### src/rtl/core/ccm_pkg.sv
// Shared types and constants for the classifier confusion metrics block.
// No dependencies; imported by every module under rtl/core.
`default_nettype none

package ccm_pkg;

  // Default saturation limit of the four outcome counters
  localparam longint unsigned CCM_COUNT_MAX = 64'd65535;

  localparam int CCM_SCORE_W  = 16;
  localparam int CCM_COUNT_W  = 16;  // width of the emitted counts
  localparam int CCM_FRAC_W   = 16;  // fraction bits of a ratio
  localparam int CCM_RATIO_W  = CCM_FRAC_W + 1;

  localparam logic [CCM_SCORE_W-1:0] CCM_THRESH_RESET = 16'h8000;
  localparam logic [CCM_RATIO_W-1:0] CCM_RATIO_ONE    = 17'h10000;

  // Ratio computed by the shared divider, in the order they are run
  typedef enum logic [1:0] {
    RATIO_ACC  = 2'd0,
    RATIO_PREC = 2'd1,
    RATIO_REC  = 2'd2,
    RATIO_F1   = 2'd3
  } ccm_ratio_e;

  typedef enum logic [1:0] {
    ST_IDLE,
    ST_LOAD,
    ST_WAIT,
    ST_EMIT
  } ccm_state_e;

  // Status from the serial divider to the sequencer
  typedef struct packed {
    logic busy;
    logic done;
  } ccm_div_status_t;

endpackage

`default_nettype wire

### src/rtl/core/ccm_counters.sv
// Threshold compare and the four saturating outcome counters with overflow flag.
// Depends on ccm_pkg.
`default_nettype none

module ccm_counters
  import ccm_pkg::*;
#(
  parameter longint unsigned COUNT_MAX = CCM_COUNT_MAX,
  localparam int CNT_W = $clog2(COUNT_MAX + 1)
) (
  input  wire logic                   clk_i,
  input  wire logic                   rst_ni,
  input  wire logic                   accept_i,
  input  wire logic [CCM_SCORE_W-1:0] score_i,
  input  wire logic                   label_i,
  input  wire logic                   last_i,
  input  wire logic [CCM_SCORE_W-1:0] threshold_i,
  output logic      [CNT_W-1:0]       tp_o,
  output logic      [CNT_W-1:0]       fp_o,
  output logic      [CNT_W-1:0]       tn_o,
  output logic      [CNT_W-1:0]       fn_o,
  output logic                        overflow_o
);

  localparam logic [CNT_W-1:0] MaxCnt = CNT_W'(COUNT_MAX);

  logic [CNT_W-1:0] tp_q, fp_q, tn_q, fn_q;
  logic [CNT_W-1:0] tp_d, fp_d, tn_d, fn_d;
  logic             ovf_q, ovf_d;
  logic             pred;
  logic             inc_tp, inc_fp, inc_tn, inc_fn;
  logic             full_tp, full_fp, full_tn, full_fn;

  assign pred   = score_i >= threshold_i;
  assign inc_tp = pred & label_i;
  assign inc_fp = pred & ~label_i;
  assign inc_tn = ~pred & ~label_i;
  assign inc_fn = ~pred & label_i;

  assign full_tp = tp_q >= MaxCnt;
  assign full_fp = fp_q >= MaxCnt;
  assign full_tn = tn_q >= MaxCnt;
  assign full_fn = fn_q >= MaxCnt;

  // Post-update values: the sample itself counts before a report
  always_comb begin
    tp_d  = (inc_tp && !full_tp) ? tp_q + CNT_W'(1) : tp_q;
    fp_d  = (inc_fp && !full_fp) ? fp_q + CNT_W'(1) : fp_q;
    tn_d  = (inc_tn && !full_tn) ? tn_q + CNT_W'(1) : tn_q;
    fn_d  = (inc_fn && !full_fn) ? fn_q + CNT_W'(1) : fn_q;
    ovf_d = ovf_q | (inc_tp & full_tp) | (inc_fp & full_fp)
                  | (inc_tn & full_tn) | (inc_fn & full_fn);
  end

  always_ff @(posedge clk_i or negedge rst_ni) begin
    if (!rst_ni) begin
      tp_q  <= '0;
      fp_q  <= '0;
      tn_q  <= '0;
      fn_q  <= '0;
      ovf_q <= 1'b0;
    end else if (accept_i) begin
      if (last_i) begin
        // clear for the next evaluation set
        tp_q  <= '0;
        fp_q  <= '0;
        tn_q  <= '0;
        fn_q  <= '0;
        ovf_q <= 1'b0;
      end else begin
        tp_q  <= tp_d;
        fp_q  <= fp_d;
        tn_q  <= tn_d;
        fn_q  <= fn_d;
        ovf_q <= ovf_d;
      end
    end
  end

  assign tp_o       = tp_d;
  assign fp_o       = fp_d;
  assign tn_o       = tn_d;
  assign fn_o       = fn_d;
  assign overflow_o = ovf_d;

endmodule

`default_nettype wire

### src/rtl/core/ccm_serial_div.sv
// Bit-serial restoring divider: one quotient bit per cycle of (num << FRAC) / den.
// Expects num <= den; a zero denominator yields zero. Depends on ccm_pkg.
`default_nettype none

module ccm_serial_div
  import ccm_pkg::*;
#(
  parameter int DEN_W = 18
) (
  input  wire logic                   clk_i,
  input  wire logic                   rst_ni,
  input  wire logic                   start_i,
  input  wire logic [DEN_W-1:0]       num_i,
  input  wire logic [DEN_W-1:0]       den_i,
  output ccm_div_status_t             status_o,
  output logic      [CCM_RATIO_W-1:0] quotient_o
);

  localparam int RW   = DEN_W + 1;
  localparam int SC_W = $clog2(CCM_FRAC_W + 1);

  logic [RW-1:0]          rem_q, rem_d, trial;
  logic [DEN_W-1:0]       den_q;
  logic [CCM_RATIO_W-1:0] quo_q;
  logic [SC_W-1:0]        step_q;
  logic                   busy_q, done_q, zero_q;
  logic                   ge;

  // First step compares num itself (integer bit), later steps shift in zeros
  assign trial = (step_q == '0) ? rem_q : {rem_q[RW-2:0], 1'b0};
  assign ge    = trial >= {1'b0, den_q};
  assign rem_d = ge ? trial - {1'b0, den_q} : trial;

  always_ff @(posedge clk_i or negedge rst_ni) begin
    if (!rst_ni) begin
      busy_q <= 1'b0;
      done_q <= 1'b0;
      step_q <= '0;
    end else begin
      done_q <= 1'b0;
      if (start_i && !busy_q) begin
        busy_q <= 1'b1;
        step_q <= '0;
      end else if (busy_q) begin
        if (step_q == SC_W'(CCM_FRAC_W)) begin
          busy_q <= 1'b0;
          done_q <= 1'b1;
        end else begin
          step_q <= step_q + SC_W'(1);
        end
      end
    end
  end

  always_ff @(posedge clk_i) begin
    if (start_i && !busy_q) begin
      rem_q  <= {1'b0, num_i};
      den_q  <= den_i;
      zero_q <= den_i == '0;
      quo_q  <= '0;
    end else if (busy_q) begin
      rem_q <= rem_d;
      quo_q <= {quo_q[CCM_RATIO_W-2:0], ge};
    end
  end

  assign status_o.busy = busy_q;
  assign status_o.done = done_q;
  assign quotient_o    = zero_q ? '0 : quo_q;

`ifndef NO_ASSERTIONS
  a_done_not_busy: assert property (@(posedge clk_i) disable iff (!rst_ni)
    done_q |-> !busy_q) else $error("divider done while still busy");

  a_start_runs: assert property (@(posedge clk_i) disable iff (!rst_ni)
    (start_i && !busy_q) |=> busy_q) else $error("divider did not start");

  a_rem_bound: assert property (@(posedge clk_i) disable iff (!rst_ni)
    (busy_q && !zero_q && step_q != '0) |-> (rem_q < {1'b0, den_q}))
    else $error("partial remainder not below divisor");
`endif

endmodule

`default_nettype wire

### src/rtl/core/classifier_confusion_metrics.sv
// Classifier confusion metrics: one sample per cycle while not busy; on the last sample of a set,
// accuracy, precision, recall and F1 come from one bit-serial divider run four times.
// Sequence: after the last sample is accepted, each of the 4 ratios takes a load, the
// quotient bits and a hand-off (ST_LOAD, ST_WAIT); then ST_EMIT strobes the result.
// Throughput: 1 sample per cycle while idle; busy_o holds off requests after a last until the result strobe.
// Reset clears counters, overflow flag and sequencer; threshold resets to 0x8000.
`default_nettype none

module classifier_confusion_metrics
  import ccm_pkg::*;
#(
  parameter longint unsigned COUNT_MAX = CCM_COUNT_MAX
) (
  input  wire logic                   clk_i,
  input  wire logic                   rst_ni,
  input  wire logic                   start_i,
  output logic                        busy_o,
  input  wire logic [CCM_SCORE_W-1:0] risk_score_i,
  input  wire logic                   actual_label_i,
  input  wire logic                   last_sample_i,
  input  wire logic                   decision_threshold_we_i,
  input  wire logic [CCM_SCORE_W-1:0] decision_threshold_i,
  output logic                        result_valid_o,
  output logic      [CCM_COUNT_W-1:0] true_pos_o,
  output logic      [CCM_COUNT_W-1:0] false_pos_o,
  output logic      [CCM_COUNT_W-1:0] true_neg_o,
  output logic      [CCM_COUNT_W-1:0] false_neg_o,
  output logic      [CCM_RATIO_W-1:0] accuracy_ratio_o,
  output logic      [CCM_RATIO_W-1:0] precision_ratio_o,
  output logic      [CCM_RATIO_W-1:0] recall_ratio_o,
  output logic      [CCM_RATIO_W-1:0] f1_ratio_o,
  output logic                        count_overflow_o
);

  localparam int CNT_W = $clog2(COUNT_MAX + 1);
  localparam int DEN_W = CNT_W + 2;
  localparam int XW    = (CNT_W > CCM_COUNT_W) ? CNT_W : CCM_COUNT_W;

  ccm_state_e state_q, state_d;
  ccm_ratio_e idx_q;

  logic [CCM_SCORE_W-1:0] thresh_q;
  logic [CNT_W-1:0]       tp_n, fp_n, tn_n, fn_n;
  logic                   ovf_n;
  logic [CNT_W-1:0]       tp_q, fp_q, tn_q, fn_q;
  logic                   ovf_q;
  logic [CCM_RATIO_W-1:0] ratio_q [4];
  logic                   accept, div_start;
  logic [DEN_W-1:0]       num, den;
  logic [DEN_W-1:0]       tp_x, fp_x, tn_x, fn_x;
  ccm_div_status_t        div_status;
  logic [CCM_RATIO_W-1:0] quotient;
  logic [XW-1:0]          tp_w, fp_w, tn_w, fn_w;

  assign accept = start_i && !busy_o;

  always_ff @(posedge clk_i or negedge rst_ni) begin
    if (!rst_ni) begin
      thresh_q <= CCM_THRESH_RESET;
    end else if (decision_threshold_we_i) begin
      thresh_q <= decision_threshold_i;
    end
  end

  ccm_counters #(
    .COUNT_MAX (COUNT_MAX)
  ) u_counters (
    .clk_i       (clk_i),
    .rst_ni      (rst_ni),
    .accept_i    (accept),
    .score_i     (risk_score_i),
    .label_i     (actual_label_i),
    .last_i      (last_sample_i),
    .threshold_i (thresh_q),
    .tp_o        (tp_n),
    .fp_o        (fp_n),
    .tn_o        (tn_n),
    .fn_o        (fn_n),
    .overflow_o  (ovf_n)
  );

  // Operand select for the ratio being computed
  assign tp_x = DEN_W'(tp_q);
  assign fp_x = DEN_W'(fp_q);
  assign tn_x = DEN_W'(tn_q);
  assign fn_x = DEN_W'(fn_q);

  always_comb begin
    unique case (idx_q)
      RATIO_ACC: begin
        num = tp_x + tn_x;
        den = (tp_x + fp_x) + (tn_x + fn_x);
      end
      RATIO_PREC: begin
        num = tp_x;
        den = tp_x + fp_x;
      end
      RATIO_REC: begin
        num = tp_x;
        den = tp_x + fn_x;
      end
      RATIO_F1: begin
        num = {tp_x[DEN_W-2:0], 1'b0};
        den = {tp_x[DEN_W-2:0], 1'b0} + (fp_x + fn_x);
      end
      default: begin
        num = '0;
        den = '0;
      end
    endcase
  end

  ccm_serial_div #(
    .DEN_W (DEN_W)
  ) u_div (
    .clk_i      (clk_i),
    .rst_ni     (rst_ni),
    .start_i    (div_start),
    .num_i      (num),
    .den_i      (den),
    .status_o   (div_status),
    .quotient_o (quotient)
  );

  // Sequencer: next state
  always_comb begin
    state_d = state_q;
    unique case (state_q)
      ST_IDLE: if (accept && last_sample_i) state_d = ST_LOAD;
      ST_LOAD: state_d = ST_WAIT;
      ST_WAIT: begin
        if (div_status.done) begin
          state_d = (idx_q == RATIO_F1) ? ST_EMIT : ST_LOAD;
        end
      end
      ST_EMIT: state_d = ST_IDLE;
      default: state_d = ST_IDLE;
    endcase
  end

  // Sequencer: outputs
  always_comb begin
    busy_o         = 1'b1;
    div_start      = 1'b0;
    result_valid_o = 1'b0;
    unique case (state_q)
      ST_IDLE: busy_o = 1'b0;
      ST_LOAD: div_start = 1'b1;
      ST_WAIT: ;
      ST_EMIT: result_valid_o = 1'b1;
      default: busy_o = 1'b1;
    endcase
  end

  always_ff @(posedge clk_i or negedge rst_ni) begin
    if (!rst_ni) begin
      state_q <= ST_IDLE;
      idx_q   <= RATIO_ACC;
    end else begin
      state_q <= state_d;
      if (state_q == ST_IDLE) begin
        idx_q <= RATIO_ACC;
      end else if (state_q == ST_WAIT && div_status.done) begin
        idx_q <= ccm_ratio_e'(idx_q + 2'd1);
      end
    end
  end

  // Snapshot the post-update counts of the last sample; hold until reported
  always_ff @(posedge clk_i) begin
    if (accept && last_sample_i) begin
      tp_q  <= tp_n;
      fp_q  <= fp_n;
      tn_q  <= tn_n;
      fn_q  <= fn_n;
      ovf_q <= ovf_n;
    end
    if (state_q == ST_WAIT && div_status.done) begin
      ratio_q[idx_q] <= quotient;
    end
  end

  assign tp_w = XW'(tp_q);
  assign fp_w = XW'(fp_q);
  assign tn_w = XW'(tn_q);
  assign fn_w = XW'(fn_q);

  assign true_pos_o        = tp_w[CCM_COUNT_W-1:0];
  assign false_pos_o       = fp_w[CCM_COUNT_W-1:0];
  assign true_neg_o        = tn_w[CCM_COUNT_W-1:0];
  assign false_neg_o       = fn_w[CCM_COUNT_W-1:0];
  assign accuracy_ratio_o  = ratio_q[RATIO_ACC];
  assign precision_ratio_o = ratio_q[RATIO_PREC];
  assign recall_ratio_o    = ratio_q[RATIO_REC];
  assign f1_ratio_o        = ratio_q[RATIO_F1];
  assign count_overflow_o  = ovf_q;

`ifndef NO_ASSERTIONS
  a_emit_then_idle: assert property (@(posedge clk_i) disable iff (!rst_ni)
    result_valid_o |=> !busy_o) else $error("still busy after result strobe");

  a_last_goes_busy: assert property (@(posedge clk_i) disable iff (!rst_ni)
    (start_i && !busy_o && last_sample_i) |=> busy_o)
    else $error("last request did not start metric computation");

  a_ratio_range: assert property (@(posedge clk_i) disable iff (!rst_ni)
    result_valid_o |-> (accuracy_ratio_o <= CCM_RATIO_ONE && precision_ratio_o <= CCM_RATIO_ONE
                        && recall_ratio_o <= CCM_RATIO_ONE && f1_ratio_o <= CCM_RATIO_ONE))
    else $error("ratio above 1.0");

  a_div_idle_on_load: assert property (@(posedge clk_i) disable iff (!rst_ni)
    div_start |-> !div_status.busy) else $error("divider started while busy");
`endif

endmodule

`default_nettype wire

### config.mk
export PLATFORM = sky130hd
export DESIGN_NAME = classifier_confusion_metrics
export DESIGN_NICKNAME = d
export VERILOG_FILES = /design/src/rtl/core/ccm_pkg.sv /design/src/rtl/core/ccm_counters.sv /design/src/rtl/core/ccm_serial_div.sv /design/src/rtl/core/classifier_confusion_metrics.sv
export SDC_FILE = /design/constraint.sdc
export NUM_CORES = 1
export LEC_CHECK = 0
export ABC_AREA = 1
export BUFFER_PORTS_ARGS = -buffer_cell sky130_fd_sc_hd__buf_2
export CAP_MARGIN = 20
export CORE_MARGIN = 4
export CORE_UTILIZATION = 55
export CTS_CLUSTER_SIZE = 14
export DETAILED_ROUTE_END_ITERATION = 6
export PLACE_DENSITY = 0.75
export SLEW_MARGIN = 20
export SYNTH_ARGS = -nofsm -noshare
export SYNTH_HDL_FRONTEND = slang
export SYNTH_SLANG_ARGS = --single-unit
### constraint.sdc
create_clock -name clk_i -period 5.8 [get_ports clk_i]
set_clock_uncertainty 0.05 [all_clocks]
set_input_delay 0.58 -clock clk_i [delete_from_list [all_inputs] [get_ports clk_i]]
set_output_delay 0.58 -clock clk_i [all_outputs]
set_load 0.005 [all_outputs]
Word-level counts from Yosys, hierarchy flattened
Memories as Yosys holds them, arrays and structs flattened.
Cells that the tools add are included.
{ "totals": {"input_bits": 38, "elab_cells": 124, "output_inout_bits": 135, "memories": 1, "mem_bits_rw": 68, "reg_bits": 212} }
{ "mem_list": {"columns": ["name", "words", "word_bits", "read_ports", "rd_ports_with_merged_regs", "write_ports", "line", "source"], "rows": [
  ["ratio_q", 4, 17, 4, 0, 1, "classifier_confusion_metrics.sv:47", "logic [CCM_RATIO_W-1:0] ratio_q [4];"]
]} }
{ "classes": {"n_reduce_logical": 22, "mux": 36, "add_sub_neg": 14, "eq_ne": 10, "bitwise": 14, "magnitude_cmp": 6} }
{ "ops": {"columns": ["operator", "n"], "rows": [
  ["$mux 16", 8],
  ["$add 16x16->17", 5],
  ["$pmux 18 s4", 1],
  ["$add 16x1->16 const B", 4],
  ["$ge 16x16->1 const B", 4],
  ["$pmux 18 s3", 1],
  ["$mux 19", 2],
  ["$mux 18", 2],
  ["$ge 19x18->1", 1],
  ["$sub 19x18->19", 1],
  ["$add 17x17->18", 1],
  ["$add 18x17->18", 1],
  ["$logic_not 18->1", 1],
  ["$mux 17", 1],
  ["$ge 16x16->1", 1],
  ["$mux 5", 3],
  ["$mux 1", 12],
  ["$mux 2", 5],
  ["$and 1x1->1", 8],
  ["$eq 2x2->1 const B", 4],
  ["$logic_and 1x1->1", 8],
  ["$pmux 2 s4", 1],
  ["$add 5x1->5 const B", 1],
  ["$eq 5x5->1 const B", 1],
  ["other kinds (12)", 25]
]} }

Longest topological paths before layout
Gate-level depths: netlist (run 1).
{ "depth": {"word_depth": 8, "ltp_mapped": 27, "ltp_nobuf": 27} }

Modules after synthesis
From an unflattened synthesis (run 1), not the netlist that was laid out.
{ "hier_totals": {"cells_unflattened": 2556, "hier_area_um2": 20041.7} }
{ "by_module_without_submodules": {"columns": ["mod", "area_each_um2", "instances", "seq_area_each_um2", "cells_each"], "rows": [
  ["classifier_confusion_metrics", 10650.2, 1, 4495.6, 1230],
  ["ccm_counters", 5257.5, 1, 1626.6, 767],
  ["ccm_serial_div", 4134.0, 1, 1646.6, 559]
]} }

Worst setup path after synthesis (run 1)
Ideal clock, no wire load.
{ "synth_path": {"kind": "input to register", "start": "input start_i", "end": "register ovf_q (netlist: count_overflow_o), enable pin", "path_slack_ps": 1645, "t_arrival_ps": 3616, "cell_stages": 3, "t_required_ps": 5261, "path_cell_list": "nand2_1 -> clkbuf_1 -> nor2_1"} }
{ "synth_between": {"elab_chain_cells": 2} }
{ "synth_rtl": {"columns": ["element", "line", "source"], "rows": [
  ["start, declared", "classifier_confusion_metrics.sv:16", "input wire logic start_i,"],
  ["$logic_and 1x1->1", "classifier_confusion_metrics.sv:55", "assign accept = start_i && !busy_o;"],
  ["$logic_and 1x1->1", "classifier_confusion_metrics.sv:171", "if (accept && last_sample_i) begin"],
  ["end signal, assigned", "classifier_confusion_metrics.sv:176", "ovf_q <= ovf_n;"],
  ["end, declared", "classifier_confusion_metrics.sv:46", "logic ovf_q;"]
]} }
Every way passes these cells.
A chain may end at the register's enable or synchronous reset.

Worst setup path in the final report (run 1)
{ "layout_path": {"start": "register tp_q[8] (netlist: true_pos_o[8])", "end": "register u_div.zero_q, data pin"} }
{ "layout_between": {"elab_chain_cells": 4, "word_cells_on_any_way": 6, "classes_between": "add/sub: 4; mux: 1; reduce/logical: 1"} }
{ "layout_rtl": {"columns": ["element", "line", "source"], "rows": [
  ["start, declared", "classifier_confusion_metrics.sv:45", "logic [CNT_W-1:0] tp_q, fp_q, tn_q, fn_q;"],
  ["start signal, assigned", "classifier_confusion_metrics.sv:172", "tp_q <= tp_n;"],
  ["$add 16x16->17", "classifier_confusion_metrics.sv:92, classifier_confusion_metrics.sv:96", null],
  ["$add 18x17->18", "classifier_confusion_metrics.sv:92", "den = (tp_x + fp_x) + (tn_x + fn_x);"],
  ["$pmux 18 s4 *", "classifier_confusion_metrics.sv:89", "unique case (idx_q)"],
  ["net den[14]", "classifier_confusion_metrics.sv:49", "logic [DEN_W-1:0] num, den;"],
  ["$logic_not 18->1 *", "ccm_serial_div.sv:59", "zero_q <= den_i == '0;"],
  ["end signal, assigned", "ccm_serial_div.sv:59", null],
  ["end, declared", "ccm_serial_div.sv:26", "logic busy_q, done_q, zero_q;"]
]} }
Mark *: on every way through the listed nets, which the timed path passes. The rest lies on a longest branch.

==> results of run 1 <==
==> through the flow <==
stage               worst slack [ns]  utilization [%]  cell area, µm²
global route                    1.12             62.6           21700
detailed placement              1.62             59.9           20700
floorplan                       1.65                -           19400
finish                          1.54             62.6           21700
CTS                             1.58             62.5           21700
global placement                1.60             59.9           20700
==> power by group <==
group / switching [mW] / leakage (nW) / total (mW) / internal [mW]
Clock: 0.807 / 0.456 / 1.81 / 1.01
Combinational: 0.0970 / 7.44 / 0.138 / 0.0410
Sequential: 0.00297 / 2.63 / 2.11 / 2.11
Total: 0.907 / 10.5 / 4.07 / 3.16
==> flip-flops by register name, indices dropped and copies added (netlist names) <==
signal	cells
ratio_q	68
u_div.rem_q	19
u_div.den_q	18
u_div.quo_q	17
false_neg_o	16
false_pos_o	16
thresh_q	16
true_neg_o	16
true_pos_o	16
u_counters.fn_q	16
u_counters.fp_q	16
u_counters.tn_q	16
u_counters.tp_q	16
u_div.step_q	5
idx_q	2
state_q	2
count_overflow_o	1
u_counters.ovf_q	1
u_div.busy_q	1
u_div.done_q	1
u_div.zero_q	1
==> how the worst max path moves through the flow <==
stage                                  end  slack [ns]
after global placement        u_div.zero_q        1.60
final                         u_div.zero_q        1.54
after global routing          u_div.zero_q        1.12
after floorplan           count_overflow_o        1.65
after detailed placement      u_div.zero_q        1.62
after CTS                     u_div.zero_q        1.58
==> Yosys cell counts (all sizes together) (9+ instances only) <==
| cell type | n | share of area (%) |
|---|---|---|
| a22oi | 16 | 0.62 |
| xnor2 | 19 | 0.86 |
| or2 | 9 | 0.29 |
| nand3b | 27 | 1.0 |
| xor2 | 52 | 2.3 |
| clkbuf | 36 | 0.70 |
| ha | 126 | 8.1 |
| nor2 | 186 | 3.7 |
| edfxtp | 170 | 26 |
| dfrtp | 91 | 12 |
| nand4 | 24 | 0.84 |
| fa | 37 | 3.8 |
| and2 | 16 | 0.52 |
| nand3 | 172 | 4.5 |
| inv | 427 | 8.3 |
| nand2 | 645 | 13 |
| a21oi | 113 | 3.0 |
| buf | 15 | 0.52 |
| dfxtp | 18 | 1.9 |
| o21ai | 145 | 3.8 |
| nor3 | 29 | 0.85 |
| o22ai | 31 | 1.0 |
==> cell type report <==
type | count | area [µm²]
fill | 3130 | 13000
multi-input combinational | 1705 | 9780
sequential | 280 | 7770
inverter | 431 | 1620
timing repair buffer | 190 | 998
clock buffer | 43 | 840
tap | 455 | 569
clock inverter | 13 | 87.6
==> per-layer routing <==
layer,part of all wire (%),track usage (%)
met1,40,37.3
met2,48,48.9
met3,6.7,4.07
met4,4.8,12.3
met5,0,0
==> logic make-up (layout without fill, tap and decap cells) <==
family / count (synthesis) / count (layout) / synth area share, %
and+or+nand+nor: 1118 / 1118 / 24.8
buffers and inverters: 482 / 677 / 9.58
AOI/OAI and AO/OA: 351 / 351 / 10.3
DFF: 280 / 280 / 40.1
adders and majority gates: 163 / 163 / 12.0
xor gates and xnor gates: 71 / 71 / 3.21
muxes: 2 / 2 / 0.116
==> flow_summary_export.csv, run 1 <==
group,metric,value,unit
setup_path,required,6.17,ns
sta,rsz0062_at_grt,"false",
sta,setup_viol,0,
placement,dp.cells,3061,
yosys,synth.avg_cell_area,7.86,µm²
grt,grt_overflow_total,0,
yosys,syn_inst,2467,
setup_path,r2r-start,"true_pos_o[8]",
routing,ant_nets,0,
clocking,cts_setup_buffers,0,
die,die-height,196,µm
setup_path,startpoint,"true_pos_o[8]",
clocking,post_cts_resized,0,
die,fp-row-count,68,
routing,dr.pass1.iters,5,
sta,fmax,0.235,GHz
clocking,hold_buffers,0,
die,ios,173,
power,powerDensity,188,nW/µm²
setup_path,reg2regPathDepth,20,
clocking,tritoncts,"built",
setup_path,path_buf_inv,1,
hold_path,hold_class,"input port to async pin",
layout,drive_above_1_share,10.7,%
setup_path,cp.depth,20,
setup_path,arrival,4.63,ns
routing,wl,56300,µm
placement,port_buffers,172,
sta,fin_crit_sh,73.4,%
layout,final_nets,2839,
placement,post-dp-hpwl,43900,µm
sta,min_period,4.26,ns
power,p_leak,10.5,nW
sta,max_slew_margin,30.8,%
die,die_x,196,µm
routing,drc,0,
setup_path,crit_path_top_delay_cell,"edfxtp_1",
sta,finalHoldViolCount,1,
sta,setup_tns,0,ns
layout,final_common_cell,"nand2_1",
power,p_total,4.07,mW
setup_path,cpPeakStageDelay,0.61,ns
routing,vias,17100,
setup_path,rrSetupSlack,1.54,ns
yosys,synthFlopType,"edfxtp_1",
clocking,clk_pin_slew,0.07,ns
routing,viasPerCell,5.50,
die,core_area,34600,µm²
setup_path,critical_path_class,"flip-flop to flip-flop",
flow_run,drv_cap,0,
yosys,synthDistinctLibCells,56,
sta,worstMarginPinSlew,1.04,ns
grt,grt_pass1_wl,88700,µm
power,ir_drop,0.261,mV
yosys,ys_seq_area_share,40.1,%
run_status,violations,"negative hold slack",
setup_path,cpMostUsedCell,"nand2_1",
layout,syn_to_final_growth,11.8,%
sta,whs,-0.00194,ns
layout,fin_cells,3117,
routing,wl_per_cell,18.1,µm
run_status,outcome,"finished with violations",
grt,gr-usage-all-layers,28.9,%
clocking,cts_buffers,30,
clocking,cts_root_buffer,"clkbuf_16",
yosys,netlist_area,19400,µm²
routing,drt_iter0_drc,1229,
die,start_util,56.0,%
setup_path,r2r-end,"u_div.zero_q",
clocking,cts_sinks,280,
die,dieArea,38300,µm²
placement,routabilityCongestion,1.02,
grt,antenna_found_initial,0,
yosys,yosysWarnings,0,
setup_path,crit_fanout,6,
yosys,ys_seq_elements,280,
yosys,synth_fp_nets,2668,
grt,grt_max_degree,58,
clocking,max-clock-path-buffers,3,
layout,most-common-layout-cells,"nand2_1 (636), inv_1 (422), nor2_1 (177)",
layout,diodes,0,
sta,slew_viol_final,0,
setup_path,startpoint_type,"flip-flop",
grt,grt_pass1_vias,16600,
setup_path,crit_family,"simple AND/OR/NAND/NOR gates",
clocking,cts_max_level,1,
clocking,clkLatencyLatePin,0.59,ns
yosys,async_flop_share,32.9,%
setup_path,cp_cell_sequence,"ha_1, nand2_1, inv_1, a21oi_1, nor2_1, nor2_1, nand3_1, and2_1, fa_1, ha_1, nand2_1, nor2_1, nand4_1, nand2_1, nand2_1, nand3_1, nand2_1, nor2_1, nand3_1, nor3_1",
setup_path,crit_path_end_kind,"flip-flop",
yosys,synth_edf_count,170,
Note: power is estimated with default switching activity, not from simulation.
==> run 2, diff against run 1 <==
Settings changed: PLACE_DENSITY 0.75 to 0.77.
Clock period 5.8 ns to 3.5 ns, I/O delays scaled along.
==> run 2 against run 1 <==
Compared with the run above:
- the flow finishes with violations (negative setup slack)
- sequential power grew 66%
- setup slack lost 1.8 ns
- highest routed layer unchanged
- non-clock buffer count grew 187
- cell count grew 6.1%
- die area is the same
==> flow_summary_export.csv, run 2 (synthesis gave the netlist of run 1 again) <==
group,metric,value,unit
routing,drt_iter0_drc,1365,
setup_path,arrival,4.08,ns
layout,register_area,7770,µm²
flow_run,drv_cap,0,
sta,setup_tns,-1.65,ns
routing,viasPerCell,5.48,
grt,grt_pass1_vias,18000,
setup_path,startpoint,"true_pos_o[0]",
layout,multi_input_area,10500,µm²
routing,wl_per_cell,18.2,µm
power,ir_drop,0.381,mV
setup_path,cp_cell_sequence,"ha_2, inv_2, fa_2, inv_2, nand3_2, nand2_2, nand3_2, nand3_2, nand2_2, and2_4, fa_1, ha_4, nand2_4, inv_1, a21oi_2, buf_4, buf_4, o221ai_2, o21ai_1, o21ai_2, buf_4",
clocking,clk_pin_slew,0.06,ns
setup_path,crit_path_end_kind,"flip-flop",
layout,nFillCells,2726,
clocking,max-clock-path-buffers,3,
layout,final_nets,3028,
clocking,cts_buffers,30,
clocking,cts_max_level,1,
layout,largest_register,"ratio_q",
setup_path,r2r-start,"true_pos_o[0]",
run_status,violations,"negative setup slack",
power,powerDensity,291,nW/µm²
layout,utilization,69.4,%
routing,ant_nets,0,
power,p_leak,11.6,nW
layout,largestRegisters,"ratio_q (68), u_div.rem_q (19), u_div.den_q (18)",
placement,dpl-instance-area,21900,µm²
hold_path,hold_start,"last_sample_i",
clocking,clkLatencyLatePin,0.59,ns
sta,min_period,3.78,ns
die,die-height,196,µm
die,fp-row-count,68,
sta,slew_viol_final,0,
layout,final_common_cell,"nand2_1",
clocking,cts_root_buffer,"clkbuf_16",
routing,drc,0,
routing,vias,18100,
sta,fmax,0.264,GHz
layout,largest_register_ffs,68,
layout,drive_above_1_share,21.1,%
layout,syn_to_final_growth,24.0,%
die,dieArea,38300,µm²
setup_path,critical_path_class,"flip-flop to flip-flop",
setup_path,cpPeakStageDelay,0.58,ns
routing,dr.pass1.iters,6,
hold_path,hold_class,"input port to flip-flop",
setup_path,required,3.79,ns
die,die_x,196,µm
clocking,cts_sinks,280,
sta,worstMarginPinSlew,0.881,ns
die,ios,173,
sta,finalHoldViolCount,0,
sta,rsz0062_at_grt,"true",
sta,setup_viol,10,
die,start_util,56.0,%
sta,setup_ws,-0.282,ns
sta,fin_crit_sh,108,%
setup_path,crit_path_top_delay_cell,"fa_1",
die,core_area,34600,µm²
setup_path,startpoint_type,"flip-flop",
placement,post-dp-hpwl,46300,µm
placement,routabilityCongestion,1.02,
sta,whs,0.0708,ns
grt,grt_overflow_total,0,
routing,wl,60200,µm
layout,most-common-layout-cells,"nand2_1 (603), inv_1 (413), buf_4 (181)",
clocking,tritoncts,"built",
grt,antenna_found_initial,1,
placement,port_buffers,172,
sta,max_slew_margin,41.2,%
layout,design_area,24000,µm²
grt,gr-usage-all-layers,30.5,%
setup_path,crit_fanout,3,
grt,grt_max_degree,66,
run_status,outcome,"finished with violations",
grt,grt_pass1_wl,94000,µm
run 2: cell types whose count changed in the layout (fill, tap and decap cells not counted), sizes merged:
cell	change
buf	+170
dlygate4sd3	+17
clkbuf	-4
clkinvlp	+4
nand2	+2
bufinv	+1
clkinv	-1
diode	+1
run 2: final timing paths:
| path | slack [ns] | cells after the start | to |
|---|---|---|---|
| min in group asynchronous | 0.23 | 2 | u_div.busy_q |
| hold reg to reg | 0.44 | 2 | u_div.quo_q[16] |
| max in group asynchronous | 2.38 | 3 | thresh_q[15] |
| hold / removal | 0.07 | 3 | state_q[0] |
| setup reg to reg | -0.28 | 21 | u_div.den_q[17] |
| setup / recovery | -0.28 | 21 | u_div.den_q[17] |
run 2: worst max-delay path: cells and delay by family (launching register included):
kind            cells  cell delay (ns)
fa+ha+maj           4             1.38
simple gates        7             0.68
buf+inv             6             0.53
compound gates      4             0.52
flops               1             0.36
run 2: area by class of cell:
| cell class | count | area share (%) |
|---|---|---|
| clock inverter | 17 | 0.656 |
| multi-input combinational | 1707 | 43.8 |
| tap | 455 | 2.37 |
| clock buffer | 39 | 3.61 |
| antenna | 1 | 0.0104 |
| sequential | 280 | 32.3 |
| timing repair buffer | 377 | 10.4 |
| inverter | 431 | 6.77 |
run 2: what timing repair did:
| item | CTS | global route |
|---|---|---|
| cloned | 0 | 2 |
| setup buffers | 7 | 11 |
| hold buffers | 17 | 0 |
| endpoints found under the setup margin | 13 | 33 |
| gates resized for setup | 75 | 99 |
| pin swaps | 16 | 51 |
| hold endpoints to repair | 49 | 0 |
run 2: per-layer routing:
| metal | up-vias | wire length, µm | GRT usage, % |
|---|---|---|---|
| met1 | 8594 | 24400 | 38.6 |
| met2 | 612 | 29400 | 53.2 |
| met4 | 0 | 3140 | 13.1 |
| met5 | - | 0 | 0 |
| li1 | 8774 | - | - |
| met3 | 148 | 3250 | 3.54 |
run 2: per-stage QoR:
step	std cells	setup slack, ns	total power, mW
floorplan	2467	-0.107	3.71
global placement	3214	-0.349	3.80
detailed placement	3214	-0.411	3.80
CTS	3294	-0.238	7.04
global route	3307	-0.507	7.22
finish	3307	-0.282	7.00
run 2: where the power goes:
part / switching [mW] / internal [mW]
logic: 0.171 / 0.0845
clock network: 1.40 / 1.84
registers: 0.00502 / 3.50
